==> src/tsdr_pkg.sv <==
// Package for the text screen refresh block.
// Shared types, character and function codes, command/status structs and
// decimal digit helpers. No dependencies.
package tsdr_pkg;

  typedef logic [7:0] byte_t;
  typedef logic [6:0] num_t;
  typedef logic [3:0] msg_idx_t;

  localparam int MSG_LEN = 10;

  localparam logic [2:0] FUNC_WRITE   = 3'd0;
  localparam logic [2:0] FUNC_MOVE    = 3'd1;
  localparam logic [2:0] FUNC_CLEAR   = 3'd2;
  localparam logic [2:0] FUNC_REFRESH = 3'd3;
  localparam logic [2:0] FUNC_INIT    = 3'd4;

  localparam byte_t CH_ESC    = 8'd27;
  localparam byte_t CH_SPACE  = 8'h20;
  localparam byte_t CH_NL     = 8'd10;
  localparam byte_t CH_BS     = 8'd8;
  localparam byte_t CH_DEL    = 8'd127;
  localparam byte_t CH_LBRACK = 8'h5B;
  localparam byte_t CH_SEMI   = 8'h3B;
  localparam byte_t CH_H      = 8'h48;
  localparam byte_t CH_QM     = 8'h3F;
  localparam byte_t CH_ZERO   = 8'h30;
  localparam byte_t CH_TWO    = 8'h32;
  localparam byte_t CH_FIVE   = 8'h35;
  localparam byte_t CH_L      = 8'h6C;
  localparam byte_t CH_J      = 8'h4A;

  typedef enum logic [1:0] {
    MSG_MOVE,
    MSG_SCAN,
    MSG_RESTORE,
    MSG_INIT
  } msg_sel_e;

  typedef struct packed {
    logic     accept_ok;
    logic     latch_in;
    logic     clr_start;
    logic     wr_fill;
    logic     fill_zero;
    logic     a_inc;
    logic     cur_home;
    logic     cur_nl;
    logic     cur_bs;
    logic     cur_put;
    logic     cur_move;
    logic     scr_start;
    logic     scr_rd;
    logic     scr_wr;
    logic     blank_start;
    logic     scan_rd;
    logic     scan_hit;
    logic     scan_adv;
    logic     scan_wrap;
    logic     msg_load;
    msg_sel_e msg_sel;
    logic     emit;
  } dp_cmd_t;

  typedef struct packed {
    logic [2:0] func;
    logic       is_nl;
    logic       is_bs;
    logic       col_gt0;
    logic       col_lt;
    logic       row_last;
    logic       top_ok;
    logic       a_last;
    logic       a_copy_last;
    logic       scan_end;
    logic       diff;
    logic       out_free;
    logic       msg_last;
  } dp_status_t;

  // v / 10 by reciprocal, exact for every 7-bit v (v < 128)
  function automatic logic [3:0] tens_of(input num_t v);
    logic [14:0] p;
    p = 15'(v) * 15'd205;
    return p[14:11];
  endfunction

  function automatic logic [3:0] ones_of(input num_t v);
    num_t t;
    t = 7'(tens_of(v)) * 7'd10;
    return 4'(v - t);
  endfunction

endpackage

==> src/tsdr_ctrl.sv <==
// Controller state machine for the text screen refresh block.
// Sequences sweeps, scroll copy, dirty scan and byte emission.
// Depends on tsdr_pkg.
module tsdr_ctrl (
  input  logic                 clk_i,
  input  logic                 rst_ni,
  input  logic                 in_valid_i,
  input  tsdr_pkg::dp_status_t st_i,
  output tsdr_pkg::dp_cmd_t    cmd_o
);

  localparam logic [3:0] ST_RST_CLR  = 4'd0;
  localparam logic [3:0] ST_IDLE     = 4'd1;
  localparam logic [3:0] ST_DISPATCH = 4'd2;
  localparam logic [3:0] ST_FILL     = 4'd3;
  localparam logic [3:0] ST_SCR_RD   = 4'd4;
  localparam logic [3:0] ST_SCR_WR   = 4'd5;
  localparam logic [3:0] ST_BLANK    = 4'd6;
  localparam logic [3:0] ST_SCAN_RD  = 4'd7;
  localparam logic [3:0] ST_SCAN_CMP = 4'd8;
  localparam logic [3:0] ST_EMIT     = 4'd9;

  logic [3:0] state_q, state_d;

  always_comb begin
    cmd_o   = '0;
    state_d = state_q;
    case (state_q)
      ST_RST_CLR: begin
        cmd_o.wr_fill   = 1'b1;
        cmd_o.fill_zero = 1'b1;
        cmd_o.a_inc     = 1'b1;
        if (st_i.a_last) state_d = ST_IDLE;
      end
      ST_IDLE: begin
        cmd_o.accept_ok = 1'b1;
        if (in_valid_i) begin
          cmd_o.latch_in = 1'b1;
          state_d = ST_DISPATCH;
        end
      end
      ST_DISPATCH: begin
        case (st_i.func)
          tsdr_pkg::FUNC_WRITE: begin
            state_d = ST_IDLE;
            if (st_i.is_nl) begin
              cmd_o.cur_nl = 1'b1;
              if (st_i.row_last) begin
                if (st_i.top_ok) begin
                  cmd_o.scr_start = 1'b1;
                  state_d = ST_SCR_RD;
                end else begin
                  cmd_o.blank_start = 1'b1;
                  state_d = ST_BLANK;
                end
              end
            end else if (st_i.is_bs) begin
              cmd_o.cur_bs = st_i.col_gt0;
            end else begin
              cmd_o.cur_put = st_i.col_lt;
            end
          end
          tsdr_pkg::FUNC_MOVE: begin
            cmd_o.cur_move = 1'b1;
            cmd_o.msg_load = 1'b1;
            cmd_o.msg_sel  = tsdr_pkg::MSG_MOVE;
            state_d = ST_EMIT;
          end
          tsdr_pkg::FUNC_CLEAR, tsdr_pkg::FUNC_INIT: begin
            cmd_o.clr_start = 1'b1;
            cmd_o.cur_home  = 1'b1;
            state_d = ST_FILL;
          end
          tsdr_pkg::FUNC_REFRESH: state_d = ST_SCAN_RD;
          default: state_d = ST_IDLE;
        endcase
      end
      ST_FILL: begin
        cmd_o.wr_fill = 1'b1;
        cmd_o.a_inc   = 1'b1;
        if (st_i.a_last) begin
          if (st_i.func == tsdr_pkg::FUNC_INIT) begin
            cmd_o.msg_load = 1'b1;
            cmd_o.msg_sel  = tsdr_pkg::MSG_INIT;
            state_d = ST_EMIT;
          end else begin
            state_d = ST_IDLE;
          end
        end
      end
      ST_SCR_RD: begin
        cmd_o.scr_rd = 1'b1;
        state_d = ST_SCR_WR;
      end
      ST_SCR_WR: begin
        cmd_o.scr_wr = 1'b1;
        cmd_o.a_inc  = 1'b1;
        if (st_i.a_copy_last) begin
          cmd_o.blank_start = 1'b1;
          state_d = ST_BLANK;
        end else begin
          state_d = ST_SCR_RD;
        end
      end
      ST_BLANK: begin
        cmd_o.wr_fill = 1'b1;
        cmd_o.a_inc   = 1'b1;
        if (st_i.a_last) state_d = ST_IDLE;
      end
      ST_SCAN_RD: begin
        if (st_i.scan_end) begin
          cmd_o.scan_wrap = 1'b1;
          cmd_o.msg_load  = 1'b1;
          cmd_o.msg_sel   = tsdr_pkg::MSG_RESTORE;
          state_d = ST_EMIT;
        end else begin
          cmd_o.scan_rd = 1'b1;
          state_d = ST_SCAN_CMP;
        end
      end
      ST_SCAN_CMP: begin
        if (st_i.diff) begin
          cmd_o.scan_hit = 1'b1;
          cmd_o.msg_load = 1'b1;
          cmd_o.msg_sel  = tsdr_pkg::MSG_SCAN;
          state_d = ST_EMIT;
        end else begin
          cmd_o.scan_adv = 1'b1;
          state_d = ST_SCAN_RD;
        end
      end
      ST_EMIT: begin
        cmd_o.emit = 1'b1;
        if (st_i.out_free && st_i.msg_last) state_d = ST_IDLE;
      end
      default: state_d = ST_IDLE;
    endcase
  end

  always_ff @(posedge clk_i or negedge rst_ni) begin
    if (!rst_ni) state_q <= ST_RST_CLR;
    else         state_q <= state_d;
  end

endmodule

==> config.mk <==
export PLATFORM = sky130hd
export DESIGN_NAME = tsdr_ctrl
export DESIGN_NICKNAME = d
export VERILOG_FILES = /design/src/tsdr_pkg.sv /design/src/tsdr_ctrl.sv
export SDC_FILE = /design/constraint.sdc
export NUM_CORES = 1
export LEC_CHECK = 0
export BUFFER_PORTS_ARGS = -buffer_cell sky130_fd_sc_hd__buf_2
export CAP_MARGIN = 20
export CORE_MARGIN = 3
export CORE_UTILIZATION = 35
export DETAILED_ROUTE_END_ITERATION = 10
export PLACE_DENSITY = 0.68
export SLEW_MARGIN = 20
export SYNTH_ARGS = -nofsm -noshare
export SYNTH_HDL_FRONTEND = slang
export SYNTH_SLANG_ARGS = --single-unit
==> constraint.sdc <==
create_clock -name clk_i -period 2.4 [get_ports clk_i]
set_clock_uncertainty 0.2 [all_clocks]
set_input_delay 0.12 -clock clk_i [delete_from_list [all_inputs] [get_ports clk_i]]
set_output_delay 0.12 -clock clk_i [all_outputs]
set_load 0.01 [all_outputs]
-- Yosys cells after proc, flatten, opt, wreduce, memory -nomap -nowiden
Index checks and enable logic that the tools add are counted.
- eq/ne operators: 17
- muxes and demuxes: 52
- reduce and logical (&&, ||, !) cells: 8
- operators with widths (operator ; count):
    4-bit two-way mux ; 9
    4-bit case mux with 9 select lines ; 1
    1-bit two-way mux ; 28
    4-bit by 3-bit == test with 1-bit output, second input constant ; 4
    4-bit case mux with 4 select lines ; 1
    3-bit two-way mux ; 5
    3-bit case mux with 4 select lines ; 1
    2-bit two-way mux ; 5
    4-bit by 2-bit == test with 1-bit output, second input constant ; 2
    4-bit == test, second input constant ; 2
    3-bit by 2-bit == test with 1-bit output, second input constant ; 2
    6-bit two-way mux ; 1
    2-bit != test, second input constant ; 3
    4-bit by 1-bit == test with 1-bit output, second input constant ; 1
    4-bit logical NOT ; 1
    4-bit AND reduction ; 1
    2-bit OR reduction ; 2
    4-bit OR reduction ; 1
    3-bit by 1-bit == test with 1-bit output, second input constant ; 1
    3-bit == test, second input constant ; 1
    3-bit logical NOT ; 1
    3-bit OR reduction ; 1
    2-bit by 1-bit != test with 1-bit output, second input constant ; 1
    1-bit case mux with 2 select lines ; 1
    1-bit logical AND ; 1
- bits in registers: 4
- input port bits: 18
- output and inout bits: 23

-- Longest topological paths before layout
- depth in word-level cells: 5
- mapped depth: 6
- gate-level depth less buffers: 4

-- Least setup slack after synthesis
OpenSTA, ideal clock, no wires.
- path kind: register to register
- from: reg state_q[2]
- to: reg state_q[3]
- arrival time: 1.721 ns
- required time: 2.133 ns
- path slack: 0.412 ns
- stages on the path, launching flop included: 5
- path buffers: 0
- period minus slack after synthesis: 1.988 ns
- cell sequence: dfrtp_1 or4b_4 or4b_4 o311ai_2 a22o_1
- cells in the longest elaborated chain, start to end: 4
- RTL lines (item ; line ; text):
    start: declaration ; tsdr_ctrl.sv:23 ; logic [3:0] state_q, state_d;
    start signal: assignment ; tsdr_ctrl.sv:142 ; else state_q <= state_d;
    4-bit by 3-bit == test with 1-bit output or 4-bit logical NOT (tied branches) ; tsdr_ctrl.sv:28 ; case (state_q)
    2-bit OR reduction (no source line) ; - ;
    2-bit by 1-bit != test with 1-bit output (no source line) ; - ;
    4-bit AND reduction (no source line) ; - ;
Parallel ways exist; a longest one is shown, timed or not.
A chain may end at the register's enable or synchronous reset.

==> results_dict.tcl <==
set metrics [dict create \
    outcome "finished clean" \
    worst-path-buf-inv 1 \
    fp.coreArea_um2 1750 \
    tns_ns 0 \
    pwr-share-seq_pct 12.2 \
    regMostFlops "state_q" \
    wire_per_inst_um 12.1 \
    intPower_uw 475 \
    yosys.area.top_type "dfrtp_1" \
    whs_ns 0.0182 \
    cts_buffers 3 \
    ys_ff_latch 4 \
    grt_pass1_wl_um 3250 \
    synth_area_per_cell_um2 6.80 \
    setup_viol 0 \
    syn-cell-area_um2 659 \
    worstSetupPathDepth 4 \
    fmax_mhz 446 \
    clkPwrFrac_pct 8.7 \
    antenna_found_initial 0 \
    cp-startpoint "state_q[2]" \
    dp_hpwl_um 1550 \
    cap_violations 0 \
    cp-end-kind "output pin" \
    postSynthCellCount 97 \
    worstPathMaxFanout 4 \
    htree_levels 1 \
    rows 15 \
    root_buffer "clkbuf_4" \
    finalHoldViolCount 0 \
    groute.usage.overall_pct 16.6 \
    cp_top_family "simple AND/OR/NAND/NOR gates" \
    drtIter0Drc 33 \
    crit_path_max_incr_delay_ns 0.56 \
    crit_slowest_cell "or4b_4" \
    netlist.area_leader.share_pct 15.2 \
    grt_pass1_vias 760 \
    gp_congestion 0.906 \
    cp.required_ns 2.08 \
    die_w_um 49.4 \
    synth.area.top_cells "dfrtp_1 15%, nor2_1 6.8%, nor3_1 5.3%" \
    fin_nets 159 \
    rsz0062_at_grt "false" \
    worstHoldPathType "in -> async" \
    drive_above_1_share_pct 36.7 \
    final_max_slew_viol_count 0 \
    largest_reg_flops 4 \
    worst_r2r_path_depth 4 \
    grt_max_degree 22 \
    clkSinkCount 4 \
    die_area_um2 2440 \
    start_util_pct 37.8 \
    largestRegisters "state_q: 4 flops" \
    clk_path_buf_depth 2 \
    finalCritPeriodShare_pct 93.4 \
    ioPinCount 41 \
    postCtsSetupRepairBufs 0 \
    r2r_start "state_q[2]" \
    drc 0 \
    n_antenna_cell 0 \
    start_kind "flop" \
    ys_warn_count 0 \
    worstMarginPinSlew_ns 0.361 \
    first_pass_iters 4 \
    clkTransAtPathRegs_ns 0.04 \
    cp.arrival_ns 1.92 \
    relSlewSlack_pct 75.6 \
    switching_share_pct 49.0 \
    path_cells "or4b_4, or4b_4, nand4_1, buf_2" \
    die-height_um 49.4 \
    fin_crit_ns 2.24 \
    syn-num-nets 115 \
    cts_tree "done" \
    crit_top_cell "or4b_4" \
    power_density_nw_per_um2 992 \
    yosysSeqAreaShare_pct 15.2 \
    ir_worst_vdd_mv 0.863 \
    crit_type "reg -> out" \
    p_sw_uw 457 \
    vias_per_cell 5.38 \
    power_frac_comb_pct 79.1 \
    ys_types 37 \
    fillers 177 \
    final_util_pct 53.8 \
    drt-total-wl_um 1980 \
    p_leak_uw 0.000531 \
    via_count 882 \
    clk-insertion-delay-late_ns 0.23 \
    postRouteAntennaNets 0 \
    overflow 0 \
    area_growth_syn_to_layout_pct 42.5 \
    port_buffers 40 \
]
## power by group through the flow
stage               clock network [uW]  logic [uW]  registers [uW]
floorplan                            0         503             124
global placement                     0         723             113
detailed placement                   0         728             115
CTS                               83.9         734             114
global route                      92.8         810             117
finish                            80.9         737             114
## final cells by class
class | count | area, um^2 | area share (%)
timing repair buffer | 47 | 260 | 27.7
multi-input combinational | 79 | 503 | 53.5
tap | 25 | 31.3 | 3.33
inverter | 6 | 22.5 | 2.40
clock buffer | 3 | 22.5 | 2.40
sequential | 4 | 100 | 10.7
## kinds of logic after synthesis
family,share of synthesized area [%]
compound gates,23.0
xor+xnor,2.66
buf+inv,8.54
flops,15.2
simple gates,50.7
## cell usage in the layout, fill, tap and decap left out, types with 3 or more instances in the layout
cell type      instances
a211o_1                3
and3_1                 4
and3b_1                3
buf_2                 40
buf_4                  4
clkbuf_4               3
dfrtp_1                4
dlygate4sd3_1          3
inv_1                  6
nand2_1                9
nand3_1                3
nand4_1                3
nor2_1                12
nor3_1                 7
## final timing paths
check                      slack, ns    endpoint
max in group asynchronous       1.86  state_q[1]
max                             0.16    cmd_o[3]
max reg2reg                     0.41  state_q[3]
min in group clk_i              0.11  state_q[2]
min reg2reg                     0.51  state_q[0]
min                             0.02  state_q[2]
## cells in the mapped netlist
cell	n
a211o_1	3
a211oi_1	1
a21oi_1	2
a221oi_1	2
a22o_1	1
a311oi_1	1
a31oi_1	1
a32o_1	1
and2_1	1
and2b_1	1
and3_1	4
and3b_1	3
buf_4	1
clkbuf_1	7
dfrtp_1	4
inv_1	6
nand2_1	9
nand2b_1	2
nand3_1	3
nand3b_1	2
nand4_1	3
nand4bb_1	1
nor2_1	12
nor2b_1	2
nor3_1	7
nor4_1	2
nor4b_1	2
o211ai_1	2
o21a_1	1
o21ai_0	2
o311ai_2	1
o31ai_1	1
or2_2	1
or3_1	1
or4b_4	2
xnor2_1	1
xor2_1	1
## what timing repair did
item,4_1_cts,5_1_grt
resized for setup,0,0
hold buffers,3,0
endpoints found under the hold margin,5,0
## routing by layer
| metal | global-route usage (%) | wire [um] |
|---|---|---|
| met1 | 22.3 | 898 |
| met2 | 25.9 | 955 |
| met3 | 2.75 | 123 |
| met4 | 6.91 | 0 |
| met5 | 0 | 0 |
## metrics by stage
stage,std cells,power [uW],setup slack [ns],instance area (um^2)
3_5_place_dp,158,842,0.406,887
6_report,164,932,0.159,940
2_1_floorplan,97,627,0.412,659
5_1_grt,164,1020,0.0252,940
3_3_place_gp,158,836,0.431,887
4_1_cts,164,932,0.154,940
Power figures use the tool's default switching activity.
